`config.mk`:
```
export PLATFORM = sky130hd
export DESIGN_NAME = modbus_rtu_read_responder
export DESIGN_NICKNAME = d
export VERILOG_FILES = /design/src/design/mbrr_pkg.sv /design/src/design/mbrr_front.sv /design/src/design/mbrr_queue.sv /design/src/design/mbrr_back.sv /design/src/design/modbus_rtu_read_responder.sv
export SDC_FILE = /design/constraint.sdc
export NUM_CORES = 1
export LEC_CHECK = 0
export BUFFER_PORTS_ARGS = -buffer_cell sky130_fd_sc_hd__buf_2
export CAP_MARGIN = 20
export CORE_MARGIN = 10
export CORE_UTILIZATION = 25
export DETAILED_ROUTE_END_ITERATION = 10
export MAX_ROUTING_LAYER = met4
export PLACE_DENSITY = 0.38
export SYNTH_ARGS = -nofsm -noshare
export SYNTH_HDL_FRONTEND = slang
export SYNTH_SLANG_ARGS = --single-unit
```
`constraint.sdc`:
```
create_clock -name clock -period 5.9 [get_ports clock]
set_input_delay 0.885 -clock clock [delete_from_list [all_inputs] [get_ports clock]]
set_output_delay 0.885 -clock clock [all_outputs]
set_load 0.01 [all_outputs]
```
`src/design/mbrr_pkg.sv`:
```
// shared types, constants and the crc byte update for the modbus read responder
// no dependencies; imported by every module of the block
package mbrr_pkg;

   // frame layout
   localparam int unsigned FRAME_LEN   = 6;
   localparam int unsigned CRC_LEN     = 4;
   localparam int unsigned STORE_DEPTH = FRAME_LEN - 1;
   localparam int unsigned COUNT_WIDTH = $clog2(FRAME_LEN);
   localparam int unsigned QUEUE_DEPTH = 2;

   // crc and protocol constants
   localparam logic [15:0] CRC_INIT    = 16'hFFFF;
   localparam logic [15:0] CRC_POLY    = 16'hA001;
   localparam logic [7:0]  FUNC_READ   = 8'h04;
   localparam logic [7:0]  SLAVE_RESET = 8'h05;

   typedef logic [COUNT_WIDTH-1:0] count_type;

   // positions within a frame, request and reply alike
   localparam count_type POS_ADDR    = 3'd0;
   localparam count_type POS_FUNC    = 3'd1;
   localparam count_type POS_DATA_HI = 3'd2;
   localparam count_type POS_DATA_LO = 3'd3;
   localparam count_type POS_CRC_LO  = 3'd4;
   localparam count_type POS_CRC_HI  = 3'd5;
   localparam count_type POS_LAST    = COUNT_WIDTH'(FRAME_LEN - 1);
   localparam count_type POS_CRC_END = COUNT_WIDTH'(CRC_LEN);

   // input item kinds
   localparam logic KIND_BYTE = 1'b0;
   localparam logic KIND_TEMP = 1'b1;

   typedef struct packed {
      logic        kind;
      logic [7:0]  rx_data;
      logic [15:0] temperature;
   } req_type;

   typedef struct packed {
      logic [7:0] tx_byte;
      logic       last;
   } rsp_type;

   // reply job handed from front to back
   typedef struct packed {
      logic [7:0]  address;
      logic [15:0] temperature;
   } job_type;

   // queue status seen by the front end
   typedef struct packed {
      logic full;
      logic empty;
   } queue_status_type;

   // one byte through the reflected modbus crc, unrolled over eight bits
   function automatic logic [15:0] crc_feed(input logic [15:0] crc, input logic [7:0] data);
      logic [15:0] c;
      c = crc ^ {8'h00, data};
      for (int k = 0; k < 8; k++) begin
         if (c[0]) begin
            c = (c >> 1) ^ CRC_POLY;
         end else begin
            c = c >> 1;
         end
      end
      return c;
   endfunction

endpackage

```
`src/design/mbrr_front.sv`:
```
// front end: takes request words, holds temperature and address, checks frames
// depends on mbrr_pkg; pushes reply jobs into mbrr_queue
module mbrr_front (
   input  logic                        clock,
   input  logic                        reset,
   input  logic                        req_valid,
   output logic                        req_ready,
   input  mbrr_pkg::req_type           req_data,
   input  logic                        csr_valid,
   input  logic [7:0]                  csr_data,
   input  mbrr_pkg::queue_status_type  queue_status,
   output logic                        push_valid,
   output mbrr_pkg::job_type           push_data
);
   import mbrr_pkg::*;

   logic [7:0]  slave_address_ff, slave_address_in;
   logic [15:0] held_temp_ff, held_temp_in;
   count_type   byte_count_ff, byte_count_in;
   logic [15:0] crc_ff, crc_in;
   logic [7:0]  frame_store_ff [STORE_DEPTH];

   logic accept;
   logic is_byte;
   logic last_byte;
   logic store_we;
   logic frame_ok;

   // one word accepted per cycle while the queue has room
   assign req_ready = !queue_status.full;
   assign accept    = req_valid && req_ready;
   assign is_byte   = req_data.kind == KIND_BYTE;
   assign last_byte = byte_count_ff == POS_LAST;
   assign store_we  = accept && is_byte && !last_byte;

   // frame check on the sixth byte
   assign frame_ok = (frame_store_ff[POS_CRC_LO] == crc_ff[7:0])
                  && (req_data.rx_data == crc_ff[15:8])
                  && (frame_store_ff[POS_ADDR] == slave_address_ff)
                  && (frame_store_ff[POS_FUNC] == FUNC_READ)
                  && (frame_store_ff[POS_DATA_LO] == 8'h00);

   assign push_valid            = accept && is_byte && last_byte && frame_ok;
   assign push_data.address     = slave_address_ff;
   assign push_data.temperature = held_temp_ff;

   // next state of address, temperature, count and crc
   always_comb begin
      slave_address_in = slave_address_ff;
      held_temp_in     = held_temp_ff;
      byte_count_in    = byte_count_ff;
      crc_in           = crc_ff;
      if (csr_valid) begin
         slave_address_in = csr_data;
      end
      if (accept) begin
         if (!is_byte) begin
            held_temp_in = req_data.temperature;
         end else if (last_byte) begin
            byte_count_in = '0;
            crc_in        = CRC_INIT;
         end else begin
            byte_count_in = byte_count_ff + 1'b1;
            if (byte_count_ff < POS_CRC_END) begin
               crc_in = crc_feed(crc_ff, req_data.rx_data);
            end
         end
      end
   end

   // control registers
   always_ff @(posedge clock) begin
      if (reset) begin
         slave_address_ff <= SLAVE_RESET;
         held_temp_ff     <= '0;
         byte_count_ff    <= '0;
         crc_ff           <= CRC_INIT;
      end else begin
         slave_address_ff <= slave_address_in;
         held_temp_ff     <= held_temp_in;
         byte_count_ff    <= byte_count_in;
         crc_ff           <= crc_in;
      end
   end

   // frame byte store, no reset
   always_ff @(posedge clock) begin
      if (store_we) begin
         frame_store_ff[byte_count_ff] <= req_data.rx_data;
      end
   end

endmodule

```
`src/design/mbrr_queue.sv`:
```
// small job queue between the frame checker and the reply sender
// depends on mbrr_pkg for the job type
module mbrr_queue #(
   parameter int unsigned Depth = mbrr_pkg::QUEUE_DEPTH
) (
   input  logic                        clock,
   input  logic                        reset,
   input  logic                        push_valid,
   input  mbrr_pkg::job_type           push_data,
   output mbrr_pkg::queue_status_type  status,
   output logic                        pop_valid,
   output mbrr_pkg::job_type           pop_data,
   input  logic                        pop_ready
);
   import mbrr_pkg::*;

   localparam int unsigned PtrWidth   = (Depth > 1) ? $clog2(Depth) : 1;
   localparam int unsigned CountWidth = $clog2(Depth + 1);

   logic [PtrWidth-1:0]   wr_ptr_ff, wr_ptr_in;
   logic [PtrWidth-1:0]   rd_ptr_ff, rd_ptr_in;
   logic [CountWidth-1:0] count_ff, count_in;
   job_type               store_ff [Depth];

   logic do_push;
   logic do_pop;

   assign status.full  = count_ff == CountWidth'(Depth);
   assign status.empty = count_ff == '0;
   assign pop_valid    = !status.empty;
   assign pop_data     = store_ff[rd_ptr_ff];
   assign do_push      = push_valid && !status.full;
   assign do_pop       = pop_valid && pop_ready;

   // pointer and fill count update with wrap at depth
   always_comb begin
      wr_ptr_in = wr_ptr_ff;
      rd_ptr_in = rd_ptr_ff;
      count_in  = count_ff;
      if (do_push) begin
         wr_ptr_in = (wr_ptr_ff == PtrWidth'(Depth - 1)) ? '0 : wr_ptr_ff + 1'b1;
      end
      if (do_pop) begin
         rd_ptr_in = (rd_ptr_ff == PtrWidth'(Depth - 1)) ? '0 : rd_ptr_ff + 1'b1;
      end
      if (do_push && !do_pop) begin
         count_in = count_ff + 1'b1;
      end else if (do_pop && !do_push) begin
         count_in = count_ff - 1'b1;
      end
   end

   always_ff @(posedge clock) begin
      if (reset) begin
         wr_ptr_ff <= '0;
         rd_ptr_ff <= '0;
         count_ff  <= '0;
      end else begin
         wr_ptr_ff <= wr_ptr_in;
         rd_ptr_ff <= rd_ptr_in;
         count_ff  <= count_in;
      end
   end

   // job storage
   always_ff @(posedge clock) begin
      if (do_push) begin
         store_ff[wr_ptr_ff] <= push_data;
      end
   end

endmodule

```
`src/design/mbrr_back.sv`:
```
// back end: turns one reply job into six reply words with a running crc
// depends on mbrr_pkg; pops jobs from mbrr_queue
module mbrr_back (
   input  logic               clock,
   input  logic               reset,
   input  logic               job_valid,
   input  mbrr_pkg::job_type  job_data,
   output logic               job_pop,
   output logic               rsp_valid,
   input  logic               rsp_ready,
   output mbrr_pkg::rsp_type  rsp_data
);
   import mbrr_pkg::*;

   count_type   pos_ff, pos_in;
   logic [15:0] crc_ff, crc_in;
   logic        rsp_valid_ff, rsp_valid_in;
   rsp_type     rsp_data_ff, rsp_data_in;

   logic       load;
   logic [7:0] next_byte;

   // output register refills when empty or being taken
   assign load    = job_valid && (!rsp_valid_ff || rsp_ready);
   assign job_pop = load && (pos_ff == POS_LAST);

   // reply byte for the current position
   always_comb begin
      unique case (pos_ff)
         POS_ADDR:    next_byte = job_data.address;
         POS_FUNC:    next_byte = FUNC_READ;
         POS_DATA_HI: next_byte = job_data.temperature[15:8];
         POS_DATA_LO: next_byte = job_data.temperature[7:0];
         POS_CRC_LO:  next_byte = crc_ff[7:0];
         POS_CRC_HI:  next_byte = crc_ff[15:8];
         default:     next_byte = '0;
      endcase
   end

   // position, crc and output register next values
   always_comb begin
      pos_in       = pos_ff;
      crc_in       = crc_ff;
      rsp_valid_in = rsp_valid_ff;
      rsp_data_in  = rsp_data_ff;
      if (rsp_valid_ff && rsp_ready) begin
         rsp_valid_in = 1'b0;
      end
      if (load) begin
         rsp_valid_in         = 1'b1;
         rsp_data_in.tx_byte  = next_byte;
         rsp_data_in.last     = pos_ff == POS_LAST;
         if (pos_ff == POS_LAST) begin
            pos_in = '0;
            crc_in = CRC_INIT;
         end else begin
            pos_in = pos_ff + 1'b1;
            if (pos_ff < POS_CRC_END) begin
               crc_in = crc_feed(crc_ff, next_byte);
            end
         end
      end
   end

   always_ff @(posedge clock) begin
      if (reset) begin
         pos_ff       <= '0;
         crc_ff       <= CRC_INIT;
         rsp_valid_ff <= 1'b0;
      end else begin
         pos_ff       <= pos_in;
         crc_ff       <= crc_in;
         rsp_valid_ff <= rsp_valid_in;
      end
   end

   // payload register, no reset
   always_ff @(posedge clock) begin
      rsp_data_ff <= rsp_data_in;
   end

   assign rsp_valid = rsp_valid_ff;
   assign rsp_data  = rsp_data_ff;

endmodule

```
`src/design/modbus_rtu_read_responder.sv`:
```
// Modbus RTU read responder: a slave that answers read-input requests with
// the held temperature word. Request words are either a received serial byte
// (kind 0) or a temperature update (kind 1). Bytes form fixed six-byte frames;
// a frame whose CRC16, address, function 0x04 and zero fourth byte all match
// is answered with six reply words: address, function, temperature high and
// low, CRC low, CRC high, the final one flagged by last. Failing frames are
// dropped. The csr channel writes the station address (reset value 5).
// Throughput: one request word per cycle while the job queue has room, and
// one reply word per cycle while rsp_ready is high and a job is queued; the
// crc is a byte-wide update in both the frame checker and the reply sender.
// After the sixth frame byte is taken, its job passes through the job queue
// and then the reply register before the first reply word is valid.
// A stalled receiver holds the reply register; further requests are still
// taken until the job queue between checker and sender is full, then
// req_ready drops. Reset is synchronous: frame count, crc, temperature and
// queue clear, the address returns to 5. csr_ready is always high.
// depends on mbrr_pkg, mbrr_front, mbrr_queue and mbrr_back
module modbus_rtu_read_responder #(
   parameter int unsigned QueueDepth = mbrr_pkg::QUEUE_DEPTH
) (
   input  logic               clock,
   input  logic               reset,
   input  logic               req_valid,
   output logic               req_ready,
   input  mbrr_pkg::req_type  req_data,
   output logic               rsp_valid,
   input  logic               rsp_ready,
   output mbrr_pkg::rsp_type  rsp_data,
   input  logic               csr_valid,
   output logic               csr_ready,
   input  logic [7:0]         csr_data
);
   import mbrr_pkg::*;

   queue_status_type queue_status;
   logic             push_valid;
   job_type          push_data;
   logic             job_valid;
   job_type          job_data;
   logic             job_pop;

   assign csr_ready = 1'b1;

   // frame checker
   mbrr_front u_front (
      .clock        (clock),
      .reset        (reset),
      .req_valid    (req_valid),
      .req_ready    (req_ready),
      .req_data     (req_data),
      .csr_valid    (csr_valid),
      .csr_data     (csr_data),
      .queue_status (queue_status),
      .push_valid   (push_valid),
      .push_data    (push_data)
   );

   // reply job queue
   mbrr_queue #(
      .Depth (QueueDepth)
   ) u_queue (
      .clock      (clock),
      .reset      (reset),
      .push_valid (push_valid),
      .push_data  (push_data),
      .status     (queue_status),
      .pop_valid  (job_valid),
      .pop_data   (job_data),
      .pop_ready  (job_pop)
   );

   // reply sender
   mbrr_back u_back (
      .clock     (clock),
      .reset     (reset),
      .job_valid (job_valid),
      .job_data  (job_data),
      .job_pop   (job_pop),
      .rsp_valid (rsp_valid),
      .rsp_ready (rsp_ready),
      .rsp_data  (rsp_data)
   );

endmodule

```
==> metrics.md <==
| Metric | Value |
|---|---|
| Netlist cell types | `53` |
| Total negative slack | `0 ns` |
| Clock sink count | `157` |
| CTS max path bufs | `2` |
| Crit path time final | `3.36 ns` |
| Warnings, synthesis | `0` |
| Detail Route Antenna Nets | `0` |
| First-pass DRT Iterations | `4` |
| Leak | `2.62 nW` |
| Vias/cell | `4.44` |
| Setup Buffers After CTS | `0` |
| Share of layout cells above drive strength 1 | `16.6%` |
| Hold Slack | `0.463 ns` |
| Yosys reg bits | `157` |
| Worst-path cell chain | `or3b_1 > o22ai_1 > o21a_2 > xnor2_1 > xnor3_1 > xor2_1 > xnor3_1 > a21oi_1 > or2_1` |
| Worst min-delay path class | `flop to flop` |
| Via count | `4,183` |
| Syn Nets | `586` |
| Largest stage delay on the critical path | `0.67 ns` |
| Commonest non-fill, non-tap cells in the layout | `edfxtp_1, dfxtp_1, nand2_1` |
| Avg WL per Cell | `17.5 µm` |
| Critical path buffers and inverters | `0` |
| Remaining DRCs | `0` |
| Final Setup Violations | `0` |
| Hold Path Cell Cnt | `0` |
| Num CTS Buffers | `17` |
| Post-synth ARST share | `0%` |
| Crit Path Max Fanout | `17` |
| Fmax | `0.298 GHz` |
| Clock latency on the worst-skew pair | `0.43 ns` |
| CP Class | `flop to flop` |
| Worst R2R End | `u_back.crc_ff[15]` |
| Fin util | `29.9%` |
| Commonest non-fill, non-tap cell in the layout | `edfxtp_1` |
| Die width | `182 µm` |
| Post-synth EDFFs | `89` |
| Layout area overhead | `18.3%` |
| Slew HR | `32.9%` |
| Pin count of the biggest net entering global routing | `51` |
| H-tree Lvls | `4` |
| Clock-pin slew on the worst setup and hold paths | `0.07 ns` |
| # fillers | `2,636` |
| HP Start | `u_front.held_temp_ff[10]` |
| Outcome | `finished clean` |
| Final cycle utilization of the critical path | `56.9%` |
| Area of the mapped netlist | `6560 µm²` |
| RSZ-0062 raised after global routing | `false` |
| Final slew viol count | `0` |
| Cells after Synth | `546` |
| Worst-Margin Slew | `1.01 ns` |
| Core region area | `25,900 µm²` |
| Peak supply drop | `0.151 mV` |
| Family with the most delay on the worst path | `XOR/XNOR gates` |
| Top Ports | `50` |
| Hold Path Sink | `u_queue.store_ff[0][10]` |
| 1st-iter DRT viols | `169` |
| Cell Pwr Density | `314 nW/µm²` |
| FP Rows | `59` |
| Worst Skew | `0.0112 ns` |
| Starting Density | `25.3%` |
| Top FF cell, synth | `edfxtp_1` |
| Gpl congestion | `0.770` |
| Worst EP arrival | `3.73 ns` |
| CTS root buffer | `clkbuf_16` |
| Total of max-cap violations | `0` |
| Avg Cell Area, Syn | `12.0 µm²` |
| Post-synthesis sequential area ratio | `61.5%` |
| Grt ovf | `0` |
| Worst EP required | `6.27 ns` |
| R2r setup slk | `2.54 ns` |
| # port buffers | `48` |
| TritonCTS clock tree | `built` |
| Global-route wire length before repair | `26,000 µm` |
| Number of global-route vias before repair | `4,360` |
| Critical-path top delay cell | `dfxtp_1` |
| Nets | `634` |
| Die area | `33,100 µm²` |
| R2R cell count | `9` |
| Launch point of the worst reg-to-reg path | `u_back.pos_ff[1]` |
| Routed WL | `16,500 µm` |
| Worst path most repeated cell | `xnor3_1` |
| Initial antenna violation count | `0` |
| Total track usage | `10.5%` |
| WP depth | `9` |
| Final hold viol count | `0` |
| Crit. End Element | `flop` |
| CTS resizes | `0` |
| CP startpoint kind | `flop` |
| Chip Height | `182 µm` |
| ANT cells | `0` |
| Hold_buf cts | `0` |
| Hpwl dp | `11,800 µm` |
==> cells in the mapped netlist (all sizes together) (10+ instances only) <==
library cell	number	area (µm²)
xor2	17	149
o32ai	13	114
a21oi	31	159
clkbuf	22	82.6
nand2	64	240
o22ai	23	144
mux2i	35	350
edfxtp	89	2670
nor2	28	105
nand2b	15	93.8
inv	10	37.5
dfxtp	68	1360
xnor2	53	472
==> worst reg2reg max path, delay by kind of cell, from the launching register on <==
| family | cells | cell delay (ns) |
|---|---|---|
| DFF | 1 | 0.67 |
| and+or+nand+nor | 2 | 0.67 |
| xor gates and xnor gates | 4 | 1.18 |
| AOI/OAI and AO/OA | 3 | 0.77 |
==> stage by stage <==
step / instances / worst slack [ns] / power, mW / area [µm²]
5_1_grt: 942 / 2.29 / 2.54 / 7760
4_1_cts: 942 / 2.57 / 2.48 / 7760
2_1_floorplan: 546 / 2.36 / 1.33 / 6560
3_3_place_gp: 908 / 1.93 / 1.38 / 7160
6_report: 942 / 2.54 / 2.43 / 7760
3_5_place_dp: 910 / 2.12 / 1.38 / 7180
==> layer usage <==
layer | routed length [µm] | track usage, %
met2 | 8360 | 17.3
met4 | 186 | 3.22
met5 | 0 | -
met1 | 7560 | 12.5
met3 | 405 | 2.45
==> layout make-up <==
class	count	area, µm²	area share [%]
clock buffer	17	425	5.48
timing repair buffer	58	327	4.21
sequential	157	4030	52.0
clock inverter	15	151	1.95
multi-input combinational	350	2370	30.5
inverter	10	37.5	0.484
tap	335	419	5.40
==> logic make-up (layout without fill, tap and decap cells) <==
kind of cell | Yosys count | count (layout) | share of synthesized area, %
DFF | 157 | 157 | 61.5
and+or+nand+nor | 147 | 147 | 10.6
AOI/OAI and AO/OA | 92 | 92 | 9.29
xor gates and xnor gates | 72 | 72 | 10.1
buffers and inverters | 39 | 100 | 2.48
muxes | 36 | 36 | 5.51
adders and majority gates | 2 | 2 | 0.381
other | 1 | 1 | 0.0572
==> power breakdown <==
part / total (mW) / internal (mW) / switching [mW]
logic: 0.149 / 0.0699 / 0.0789
registers: 1.20 / 1.18 / 0.0253
clock network: 1.08 / 0.595 / 0.488
==> worst max path at each step <==
stage | startpoint | endpoint
final | u_back.pos_ff[1] | u_back.crc_ff[15]
after CTS | req_data[23] | u_queue.store_ff[1][6]
after global routing | u_back.pos_ff[1] | u_back.crc_ff[0]
after global placement | req_data[23] | u_queue.store_ff[1][12]
after detailed placement | req_data[23] | u_queue.store_ff[1][1]
after floorplan | req_data[23] | u_queue.store_ff[0][0]
==> state kept, by name (all words and copies together), names as in the netlist, 2 cells and up, named ones only <==
name and flops:
u_front.frame_store_ff 32, u_back.crc_ff 16, u_front.held_temp_ff 16, u_front.byte_count_ff 3, u_queue.count_ff 2, u_front.slave_address_ff 8
u_queue.store_ff 48, u_front.crc_ff 16, u_back.pos_ff 3, u_back.rsp_data 9
No activity file was read; power rests on OpenSTA's default activity.
